`src/sv/tssm_pkg.sv`:
```
// Shared types and constants of the task stall/slow monitor.
// No dependencies; used by every module of the block.
package tssm_pkg;

  localparam int NUM_SLOTS  = 64;
  localparam int SLOT_IDX_W = $clog2(NUM_SLOTS);
  localparam int SLOT_W     = 6;
  localparam int TIME_W     = 63;
  localparam int SCOPE_W    = 64;
  localparam int MS_W       = 44;
  localparam int LIMIT_W    = 32;
  localparam int EV_W       = 2;
  localparam int PADDR_W    = 3;
  localparam int PDATA_W    = 32;
  localparam int QDEPTH     = 2;

  // Nanoseconds per millisecond
  localparam int               REM_W     = 20;
  localparam logic [REM_W-1:0] NS_PER_MS = REM_W'(1000000);

  // Divide by one million: drop the factor 64, then multiply by
  // ceil(2^71 / 15625) and keep the bits from 71 up
  localparam int                 DIV_PRE_SH = 6;
  localparam int                 DIV_X_W    = TIME_W - DIV_PRE_SH;
  localparam int                 RECIP_W    = 58;
  localparam int                 RECIP_SH   = 71;
  localparam logic [RECIP_W-1:0] RECIP      = 58'd151115727451828647;
  localparam int                 DIV_ACC_W  = DIV_X_W + RECIP_W;
  localparam int                 MUL_W      = 32;

  // Register reset values
  localparam logic [LIMIT_W-1:0] STALL_LIMIT_RST = LIMIT_W'(60000);
  localparam logic [LIMIT_W-1:0] SLOW_LIMIT_RST  = LIMIT_W'(10000);

  // Register select (paddr bit 2)
  localparam logic REG_STALL_LIMIT = 1'b0;
  localparam logic REG_SLOW_LIMIT  = 1'b1;

  typedef enum logic [EV_W-1:0] {
    EV_NONE  = 2'd0,
    EV_STALL = 2'd1,
    EV_SLOW  = 2'd2
  } ev_t;

  typedef enum logic [1:0] {
    KIND_SKIP,
    KIND_CLEAR,
    KIND_TRACK
  } item_kind_t;

  typedef struct packed {
    item_kind_t         kind;
    logic [SLOT_W-1:0]  slot;
    logic [TIME_W-1:0]  start;
    logic [SCOPE_W-1:0] scope;
    logic [TIME_W-1:0]  now;
    logic               stall_exempt;
    logic               slow_exempt;
  } item_t;

  typedef struct packed {
    logic [TIME_W-1:0]  start;
    logic [SCOPE_W-1:0] scope;
    logic [TIME_W-1:0]  progress;
    logic               stall_done;
    logic               slow_done;
  } entry_t;

  typedef struct packed {
    logic full;
    logic empty;
  } q_status_t;

  typedef enum logic [2:0] {
    BK_IDLE,
    BK_LOOKUP,
    BK_DIVIDE,
    BK_EVENT,
    BK_FINISH
  } back_state_t;

endpackage

```
`src/sv/tssm_fifo.sv`:
```
// Short queue of classified words between the front and back ends.
// Depends on tssm_pkg.
module tssm_fifo (
  input  logic                clk,
  input  logic                rst,
  input  logic                push,
  input  tssm_pkg::item_t     push_item,
  input  logic                pop,
  output tssm_pkg::item_t     pop_item,
  output tssm_pkg::q_status_t q_stat
);

  localparam int PTR_W = (tssm_pkg::QDEPTH > 1) ? $clog2(tssm_pkg::QDEPTH) : 1;
  localparam int CNT_W = $clog2(tssm_pkg::QDEPTH + 1);

  tssm_pkg::item_t  slots [tssm_pkg::QDEPTH];
  logic [PTR_W-1:0] wr_ptr;
  logic [PTR_W-1:0] rd_ptr;
  logic [CNT_W-1:0] count;

  assign q_stat.full  = count == CNT_W'(tssm_pkg::QDEPTH);
  assign q_stat.empty = count == '0;
  assign pop_item     = slots[rd_ptr];

  // Store the pushed word
  always_ff @(posedge clk) begin
    if (push) begin
      slots[wr_ptr] <= push_item;
    end
  end

  // Advance pointers and track fill
  always_ff @(posedge clk) begin
    if (rst) begin
      wr_ptr <= '0;
      rd_ptr <= '0;
      count  <= '0;
    end else begin
      if (push) begin
        wr_ptr <= (wr_ptr == PTR_W'(tssm_pkg::QDEPTH - 1)) ? '0 : wr_ptr + 1'b1;
      end
      if (pop) begin
        rd_ptr <= (rd_ptr == PTR_W'(tssm_pkg::QDEPTH - 1)) ? '0 : rd_ptr + 1'b1;
      end
      if (push && !pop) begin
        count <= count + 1'b1;
      end else if (pop && !push) begin
        count <= count - 1'b1;
      end
    end
  end

endmodule

```
`config.mk`:
```
export PLATFORM = sky130hd
export DESIGN_NAME = tssm_fifo
export DESIGN_NICKNAME = d
export VERILOG_FILES = /design/src/sv/tssm_pkg.sv /design/src/sv/tssm_fifo.sv
export SDC_FILE = /design/constraint.sdc
export NUM_CORES = 1
export LEC_CHECK = 0
export BUFFER_PORTS_ARGS = -buffer_cell sky130_fd_sc_hd__buf_2
export CORE_ASPECT_RATIO = 1.4
export CORE_MARGIN = 2
export CORE_UTILIZATION = 45
export DETAILED_ROUTE_END_ITERATION = 8
export HOLD_SLACK_MARGIN = 0.12
export PLACE_DENSITY = 0.7
export SYNTH_ARGS = -nofsm -noshare
export SYNTH_HDL_FRONTEND = slang
export SYNTH_SLANG_ARGS = --single-unit
```
`constraint.sdc`:
```
create_clock -name clk -period 32.3 [get_ports clk]
set_clock_uncertainty 0.15 [all_clocks]
set_input_delay 6.46 -clock clk [delete_from_list [all_inputs] [get_ports clk]]
set_output_delay 6.46 -clock clk [all_outputs]
set_load 0.005 [all_outputs]
```
# After elaboration in Yosys (flattened, before gate mapping)
# Memories as Yosys holds them, arrays and structs flattened. A register that Yosys moved wholly into a read port is not among the register bits.
# Cells that the tools add are included.
[word_totals]
word_cells = 23
mem_count = 1
out_inout_bits = 202
ram_bits = 400
reg_bits = 4
[mem_list]
columns = ["name", "words", "word_bits", "read_ports", "rd_clocked_by_memory_dff", "write_ports", "line", "text"]
rows = [
  ["slots", 2, 200, 1, 1, 1, "tssm_fifo.sv:16", "tssm_pkg::item_t slots [tssm_pkg::QDEPTH];"],
]
[classes]
n_addsub = 4
n_mux = 8
n_eq_ne = 1
reduce_logical = 6
[ops]
columns = ["cell", "count"]
rows = [
  ["2-to-1 mux 1 bit", 6],
  ["2-to-1 mux 2 bit", 2],
  ["adder 1 bit (second input constant)", 2],
  ["adder 2 x 1 -> 2 bit (second input constant)", 1],
  ["== test 2 bit (second input constant)", 1],
  ["logical AND 1 bit", 2],
  ["logical NOT 1 bit", 2],
  ["logical NOT 2 bit", 1],
  ["nonzero test 2 bit", 1],
  ["subtractor 2 x 1 -> 2 bit (second input constant)", 1],
]

# Logic depth before layout (Yosys ltp)
# Gate-level depths: netlist of the first run.
[depth]
depth_word = 4
depth_mapped = 5
mapped_depth_nobuf = 5

# Worst setup path after synthesis of the first run
# No wires, ideal clock.
[synth_timing]
kind = "in2reg"
start = "input push"
end = "memory slots[0][0] (netlist name), enable pin"
setup_ns = 0.787
t_arrival_ns = 15.084
path_slack_ns = 16.279
stages = 1
cell_sequence = "nor2b_1"
[synth_via]
elab_chain_len = 2
[synth_rtl]
columns = ["element", "line", "text"]
rows = [
  ["start: declaration", "tssm_fifo.sv:6", "input logic push,"],
  ["2-to-1 mux 1 bit", "tssm_fifo.sv:27", "if (push) begin"],
  ["2-to-1 mux 1 bit (implied by the code)", "tssm_fifo.sv:28", "slots[wr_ptr] <= push_item;"],
  ["end: declaration", "tssm_fifo.sv:16", ""],
]
# No other way between the ends.

==> results.txt, run 1 <==
* Met1 wire length: 10.7 mm
- After clock tree synthesis, the clock-pin slew on the worst setup and hold paths is roughly 0.060 ns.
- The design draws around 1.2 mW.
* Die span in x: around 160 um
- Met2 WL: between 15 and 20 mm
- CP max stage delay: 1.13 ns
- CP arrival: 3.08 ns
* Proportion of layout cells with a drive suffix above 1: 0.602
- The first detailed-routing pass took 4 iterations.
- Sinks on Clock Net: 405
* Worst min-delay path class: reg2reg
* Wirelength, routed: between 30 and 40 mm
- Registers take 0.0121 mm^2.
* Multiplexer area fraction after synthesis: 0.153
* Clk buf depth: 3
* Most area-consuming cells after synthesis: sky130_fd_sc_hd__edfxtp_1 (82%), sky130_fd_sc_hd__mux2_2 (15%), sky130_fd_sc_hd__buf_6 (1.7%)
* Power per unit of standard cell area: approximately 63 mW/mm^2
* Seq cells post-synth: approximately 410
- Setup total negative slack on the finished layout was measured at 0 ns.
- The share of the Yosys chip area taken by registers is 0.823.
- P_leak: approximately 6.8 nW
* Number of distinct library cells after synthesis: 15
- Area inside the core boundary: 0.0323 mm^2
* Pin count of the biggest net entering global routing: 83
- Via-to-Cell Ratio: 4.81
- Area share of fa/ha/maj cells after synthesis: 0.000850
- Fraction of the mapped netlist area in simple logic gates: 0.00315
- Along the worst path, the maximum fanout reaches 82.
- Among all stages on the critical path, the largest delay is contributed by sky130_fd_sc_hd__dfxtp_4.
- Post-CTS repair changed the size of 0 cells.
* I/O Pins: 406
* Max Clock Freq: just over 0.1 GHz
- The highest layer touched by signal routing is met5.
* Final design instance area without fill: roughly 0.018 mm^2
- The initial utilization of the core area, before any placement, comes to 0.456.
- The layout has 2523 filler cells.
* DR DRC count: 0
- Hpwl dp: 20.4 mm
* Wire length of the first global-routing pass: 43.1 mm
* Total congestion overflow after global routing: 0
- The detailed router placed 7482 vias in this run.
- Synthesis handed over a netlist of 644 instances.
* Inserted Clock Buffers: 39
- In the final layout, the multi-input gates occupy ~0.0024 mm^2.
* Average detailed-routed wire length per instance: between 15 and 20 um
- Startpoint class of the critical path: register
- Post-synthesis compound-gate area fraction: 0.000680
- Clock period minus final worst setup slack: 9.69 ns
* Met3 routed wirelength: 2.21 mm
* Overall fraction of global-route tracks in use: 0.170
- Total of warnings raised by yosys: 0
* Cell breakdown of the critical path: buf_4 -> mux2_2 -> buf_2
* Synth-to-layout area growth: 24.5%
* Number of pins exceeding their max-slew limit in the final report: 0
- Port buffering added 405 buffers.
- In this run the remaining antenna-violating nets after routing total 0.
- Data required time of the critical path: 25.69 ns
- Floorplan die height: 218 um
- Utilization after layout: 0.567
* Count of maximum capacitance violations: 0
- The setup path with the least slack is of type reg2out.
- The congestion estimate from routability-driven global placement came to 0.795.
* Total of hold buffers inserted after clock tree synthesis: 0
- Initial antenna violation count: 15
- The die covers approximately 0.034 mm^2.
* Total number of H-tree levels: 2
- Synthesis produced a netlist with a net count of 849.
* Clock tree from TritonCTS: built
* Run status: finished clean
- Largest vdd supply drop: around 0.047 mV
- Combinational family with the most area after synthesis: multiplexers
- Counting both buffers and inverters, the worst setup path holds a total of 2.
- Setup repair after global routing left no endpoint under its margin.
- Number of global-route vias before repair: 7893
* Post-synthesis xor/xnor area fraction: 0.00238
- Clock latency on the worst-skew pair, taken at its later pin, is 0.52 ns.
- Cell taking the most area after synthesis: sky130_fd_sc_hd__edfxtp_1
- The placed instances occupy a cell area of approximately 0.017 mm^2.
- Kind of cell adding the most delay to the critical path: flip-flops
* Hold Violations, Final: 0
* Category of the worst setup path capture point: primary output
- After synthesis, the mean cell area works out to between 20 and 25 um^2.
- Summing every instance area after synthesis gives roughly 0.015 mm^2.
* Final critical-path share of the clock period: 0.300
* First-iteration detailed-routing DRC count: 271
- Of the post-synthesis cell area, the dominant cell type holds 0.816.
- For the pin with the worst max-slew slack, the measured transition is approximately 1.2 ns.
* NumNets Final: 1280
- In this run the tightest slew margin relative to its limit is 0.212.
- In this run the clock root is driven by a sky130_fd_sc_hd__clkbuf_16.
* Std cell rows: 78
- Post-CTS Repair Setup Buffers: 0
- Setup violations remaining at the end of the flow were counted as 0.
metrics by stage:
step | cells | setup WS, ns | hold slack (ns)
after floorplan | 644 | 16.28 | 0.311
after global placement | 1474 | 23.09 | 0.333
after detailed placement | 1474 | 23.10 | 0.348
after CTS | 1542 | 22.52 | 0.363
after global routing | 1555 | 22.39 | 0.400
final | 1557 | 22.61 | 0.361
sequential cells by signal, indices dropped and copies added, names as in the netlist, named ones only:
| register | count |
|---|---|
| slots | 400 |
| count | 2 |
| rd_ptr | 1 |
| wr_ptr | 1 |
where the power goes:
group	total [mW]	switching, mW	internal [mW]
clock network	0.419	0.179	0.240
registers	0.626	0.0118	0.614
logic	0.108	0.0527	0.0555
total	1.15	0.244	0.910
cell type report:
class / instances / share of cell area
Sequential cell: 405 / 0.661
Multi-Input combinational cell: 216 / 0.129
Timing Repair Buffer: 412 / 0.114
Clock buffer: 54 / 0.0587
Tap cell: 440 / 0.0301
Clock inverter: 14 / 0.00499
Antenna cell: 15 / 0.00205
Inverter: 1 / 0.000205
layout by cell type (no fill, tap or decap), drive strengths merged:
master and count:
ha 1, xor2 2, clkbuf 54, edfxtp 400
mux2 200, buf 412, bufinv 1, inv 2
nor2 5, dfxtp 5, and2b 1, clkinv 11
xnor2 2, or3 1, a21oi 1, nor2b 1
o21ai 1, clkinvlp 1, and2 1, diode 15
cell families after synthesis:
kind of cell | count (synthesis)
compound gates | 2
buf+inv | 23
fa+ha+maj | 1
simple gates | 9
flops | 405
mux | 200
xor+xnor | 4
Yosys cell counts:
cell type and number:
sky130_fd_sc_hd__dfxtp_1 5, sky130_fd_sc_hd__a21oi_1 1, sky130_fd_sc_hd__or3_1 1, sky130_fd_sc_hd__mux2_2 200
sky130_fd_sc_hd__inv_1 1, sky130_fd_sc_hd__xor2_1 2, sky130_fd_sc_hd__and2_1 1, sky130_fd_sc_hd__o21ai_0 1
sky130_fd_sc_hd__edfxtp_1 400, sky130_fd_sc_hd__nor2_1 5, sky130_fd_sc_hd__buf_6 22, sky130_fd_sc_hd__and2b_2 1
sky130_fd_sc_hd__xnor2_1 2, sky130_fd_sc_hd__nor2b_1 1, sky130_fd_sc_hd__ha_1 1
worst min-delay path, delay by kind of cell (launching register included):
| kind | cells | cell delay (ns) |
|---|---|---|
| flops | 1 | 0.33 |
| compound gates | 2 | 0.14 |
layer usage:
metal	vias to the layer above	global-route usage
met1	3670	0.177
met3	75	0.0483
met5	-	0
met2	287	0.307
met4	4	0.0878
li1	3446	-
final timing paths:
| path | to | from | depth (start not counted) | slack [ns] |
|---|---|---|---|---|
| min reg2reg | count[1]$_SDFFE_PP0P_ | count[1]$_SDFFE_PP0P_ | 2 | 0.36 |
| max reg2reg | slots[1][14]$_DFFE_PP_ | wr_ptr$_SDFFE_PP0P_ | 2 | 29.55 |
| max | pop_item[45] | register | 3 | 22.61 |
| min | count[1]$_SDFFE_PP0P_ | count[1]$_SDFFE_PP0P_ | 2 | 0.36 |
(Power assumes the default switching activity.)
==> run 2, diff against run 1 <==
ABC_AREA = 1   (was not set)
PLACE_DENSITY = 0.73   (was 0.7)
clock period = 8.35 ns   (was 32.3 ns; I/O delays follow)
==> run 2 against run 1 <==
Effect of this change:
- total power grew to 3.8 times the previous value
- sequential power rose to 3.8 times the previous value
- global-route usage fell by 0.38 points
- highest routed layer unchanged
- first-iteration DRC count grew 34%
- largest cell class unchanged
==> results.txt, run 2 <==
- Run status: finished clean
* Proportion of synthesized flip-flops having asynchronous set or reset: 0 (unchanged)
- Port-buffer cells: 405 (unchanged)
- Post-CTS Repair Setup Buffers: 0 (unchanged)
- The horizontal die dimension came to 157 um (+0.23%).
- The total setup violations reported at the end of the flow came to 0 (unchanged).
* Top FF cell, synth: sky130_fd_sc_hd__edfxtp_1
- The count of hold-fix buffers inserted at cts is 0 (unchanged).
- The maximum fanout count along the critical path is 75 (-8.5%).
- The synthesized instance count is 655 (+1.7%).
- Critical path destination: pop_item[78]
- Sequential cell fraction of total power: 0.545 (+0.002)
- Fraction of power spent switching nets: 0.211 (-0.000442)
* Internal cell power: 3.46 mW (+280%)
- Cell taking the most area after synthesis: sky130_fd_sc_hd__edfxtp_1
* Wirelength, routed: 29.8 mm (-2.2%)
* Proportion of layout cells with a drive suffix above 1: 0.605 (+0.00306)
- RSZ-0062 raised after global routing: no
* Area inside the core boundary: 0.0324 mm^2 (+0.30%)
- The maximum resistive drop on vdd came to 0.276 mV (+480%).
* Most common cell after layout, fill and taps aside: sky130_fd_sc_hd__buf_2
- The die boundary height was 218 um (+0.23%).
* Worst-margin pin slew: 1.01 ns (-0.171 ns)
* Number of distinct library cells after synthesis: 15 (unchanged)
* Net count of the mapped netlist: 860 (+1.3%)
- DR DRC count: 0 (unchanged)
* Total congestion overflow after global routing: 0 (unchanged)
- Count of maximum capacitance violations: 0 (unchanged)
* Net load switching power: 0.926 mW (+280%)
- Leading cell types in the layout, fill and taps excluded: sky130_fd_sc_hd__buf_2 (405), sky130_fd_sc_hd__edfxtp_1 (400), sky130_fd_sc_hd__mux2_2 (200), sky130_fd_sc_hd__clkbuf_16 (37), sky130_fd_sc_hd__clkinv_2 (11)
- Worst path setup slack after routing: 3.59 ns (-19.02 ns)
- The post-cts resize count is 0 (unchanged).
- Worst setup path class: reg2out
* CP arrival: 2.94 ns (-0.14 ns)
* Pin count of the biggest net entering global routing: 131 (+58%)
- TritonCTS built the clock tree.
* Share of Yosys cell area claimed by the top area cell type: 0.812 (-0.00380)
- Compared with the post-synthesis result, the final layout area differs by 23.7%.
* Hpwl dp: 20.1 mm (-1.4%)
- DRT Pass-1 Iters: 4 (unchanged)
- Timing would allow up to 0.210 GHz.
- The number of warning messages in the yosys log was 0 (unchanged).
* First-iteration detailed-routing DRC count: 363 (+34%)
- The hold violation count in the final report came to 0 (unchanged).
* Largest registers: slots: 400 flops, count: 2 flops
* Portion of the post-synthesis area used by sequential elements: 0.819 (-0.00383)
- The mean routed wirelength per cell is 19.2 um (-2.0%).
* Register with the most flip-flops: slots
* P_leak: 6.82 nW (+0.39%)
- Die outline area: 0.0343 mm^2 (+0.46%)
- The number of nets in the final layout was 1289 (+0.70%).
* Overall fraction of global-route tracks in use: 0.166 (-0.00377)
- Clock power share: 0.364 (about the same)
- The maximum level of the CTS H-tree came to 2 (unchanged).
* Std cell rows: 78 (unchanged)
- Number of fill cells in the layout: 2529 (+0.24%)
- Power per unit of standard cell area: 240 mW/mm^2 (+280%)
- Sinks on Clock Net: 405 (unchanged)
- Register-to-Register Setup Slack: 5.73 ns (-23.82 ns)
* Placement-stage worst setup slack: 4.08 ns (-19.01 ns)
- Startpoint class of the critical path: register
- The flip-flop count of the largest register, all copies and words added was 400 (unchanged).
* Worst relative slew slack: 0.326 (+0.114)
- The I/O pin total was 406 (unchanged).
- In the finished design, the share of the clock period the worst path needs comes to 0.570.
* Capture point of the worst reg-to-reg path: slots[1][176]$_DFFE_PP_
- Most area-consuming cells after synthesis: sky130_fd_sc_hd__edfxtp_1 (81%), sky130_fd_sc_hd__mux2_2 (15%), sky130_fd_sc_hd__clkbuf_8 (1.9%)
- Gpl congestion: 0.779 (-2.0%)
- Data required time of the critical path: 6.53 ns (-19.16 ns)
* Comb power frac: 0.091 (-0.003)
- The number of max-slew violations in the final report came to 0 (unchanged).
- Cell depth of the worst flop-to-flop path: 3 (+1)
* Setup TNS: 0 ns (unchanged)
- Clock period minus final worst setup slack: 4.76 ns
* Category of the worst setup path capture point: primary output
* Worst skew pair latency: 0.51 ns (about the same)
- Number of synthesized flops with an enable pin: 400 (unchanged)
- The buffer levels on the longest clock path came to 3 (unchanged).
- Worst min-delay path class: reg2reg
- In the synthesized netlist, the cells that appear most often are sky130_fd_sc_hd__edfxtp_1 (400), sky130_fd_sc_hd__mux2_2 (200), sky130_fd_sc_hd__clkbuf_8 (20).
* Via-to-Cell Ratio: 4.79 (-0.41%)
- The cell area after synthesis was 0.0148 mm^2 (+0.47%).
- Syn avg cell area: 22.6 um^2 (-1.2%)
- The initial antenna violation count is 7 (-8).
- Seq cells post-synth: 405 (unchanged)
- Number of nets still failing antenna checks after routing: 0 (unchanged)
* Clock transition at the register clock pins on the worst setup and hold paths after CTS: 0.06 ns (about the same)
* Total via count in the routed design: 7437 (-0.60%)
- In this run the critical register-to-register path is launched from wr_ptr$_SDFFE_PP0P_.
- Root Buffer: sky130_fd_sc_hd__clkbuf_16
- The first-pass GRT wire length is 42.8 mm (-0.83%).
- The number of global-route vias before repair was 7829 (-0.81%).
- Starting density of the core: 0.456 (+0.000751)
- Inserted Clock Buffers: 37 (-5.1%)
* Cell with the most instances after synthesis: sky130_fd_sc_hd__edfxtp_1
==> run 2: changes by cell type after synthesis, sizes merged, moves of 2 or more <==
cell and change:
nand2 +5, buf -20, clkbuf +20, nor2 +2, inv +8, xor2 -2
==> run 2: power by group through the flow <==
stage	clock, mW	combinational, mW	sequential [mW]
after floorplan	0	0.230	2.43
after global placement	0	0.399	2.43
after detailed placement	0	0.405	2.44
after CTS	1.64	0.407	2.39
after global routing	1.71	0.434	2.40
final	1.60	0.398	2.39
==> run 2: metal layers <==
| metal | up-vias | part of all wire | global-route usage |
|---|---|---|---|
| li1 | 3463 | - | - |
| met1 | 3633 | 0.34 | 0.173 |
| met2 | 271 | 0.55 | 0.305 |
| met3 | 68 | 0.066 | 0.0448 |
| met4 | 2 | 0.041 | 0.0779 |
| met5 | - | 0.00037 | 0 |
==> run 2: worst min path at each step <==
stage                              from                  end  slack, ns  cells past startpoint
floorplan           rd_ptr$_SDFFE_PP0P_             register       0.33                      2
global placement    rd_ptr$_SDFFE_PP0P_             register       0.35                      2
detailed placement  rd_ptr$_SDFFE_PP0P_             register       0.35                      2
CTS                 rd_ptr$_SDFFE_PP0P_             register       0.37                      2
global route        rd_ptr$_SDFFE_PP0P_  rd_ptr$_SDFFE_PP0P_       0.42                      2
finish              rd_ptr$_SDFFE_PP0P_             register       0.37                      2
==> run 2: critical path: stages (launching register included) <==
cell and delay, ns:
sky130_fd_sc_hd__dfxtp_4 0.92, sky130_fd_sc_hd__buf_4 0.87, sky130_fd_sc_hd__mux2_2 0.43, sky130_fd_sc_hd__buf_2 0.13
==> run 2: cells by family (layout without fill, tap and decap cells) <==
family / after synthesis / after routing / share of synthesized area
xor gates and xnor gates: 1 / 1 / 0.000592
other: 0 / 6 / 0
and+or+nand+nor: 15 / 15 / 0.00415
muxes: 200 / 200 / 0.152
adders and majority gates: 1 / 1 / 0.000846
DFF: 405 / 405 / 0.819
buffers and inverters: 31 / 484 / 0.0224
AOI/OAI and AO/OA: 2 / 2 / 0.000676
==> run 2: cell type report <==
cell class	count	area, um^2	share of cell area
Multi-Input combinational cell	219	2350	0.129
Tap cell	440	551	0.0301
Antenna cell	6	15.0	0.000821
Timing Repair Buffer	412	2080	0.114
Clock buffer	38	930	0.0508
Sequential cell	405	12100	0.662
Clock inverter	25	204	0.0112
Inverter	9	41.3	0.00226
==> run 2: stage by stage <==
| step | instances | cell area (um^2) | util | hold slack (ns) | power, mW |
|---|---|---|---|---|---|
| 2_1_floorplan | 655 | 14800 | - | 0.330 | 2.66 |
| 4_1_cts | 1548 | 18300 | 0.564 | 0.375 | 4.44 |
| 3_3_place_gp | 1485 | 17100 | 0.529 | 0.347 | 2.83 |
| 5_1_grt | 1554 | 18300 | 0.564 | 0.416 | 4.55 |
| 6_report | 1554 | 18300 | 0.564 | 0.373 | 4.39 |
| 3_5_place_dp | 1485 | 17100 | 0.529 | 0.355 | 2.84 |
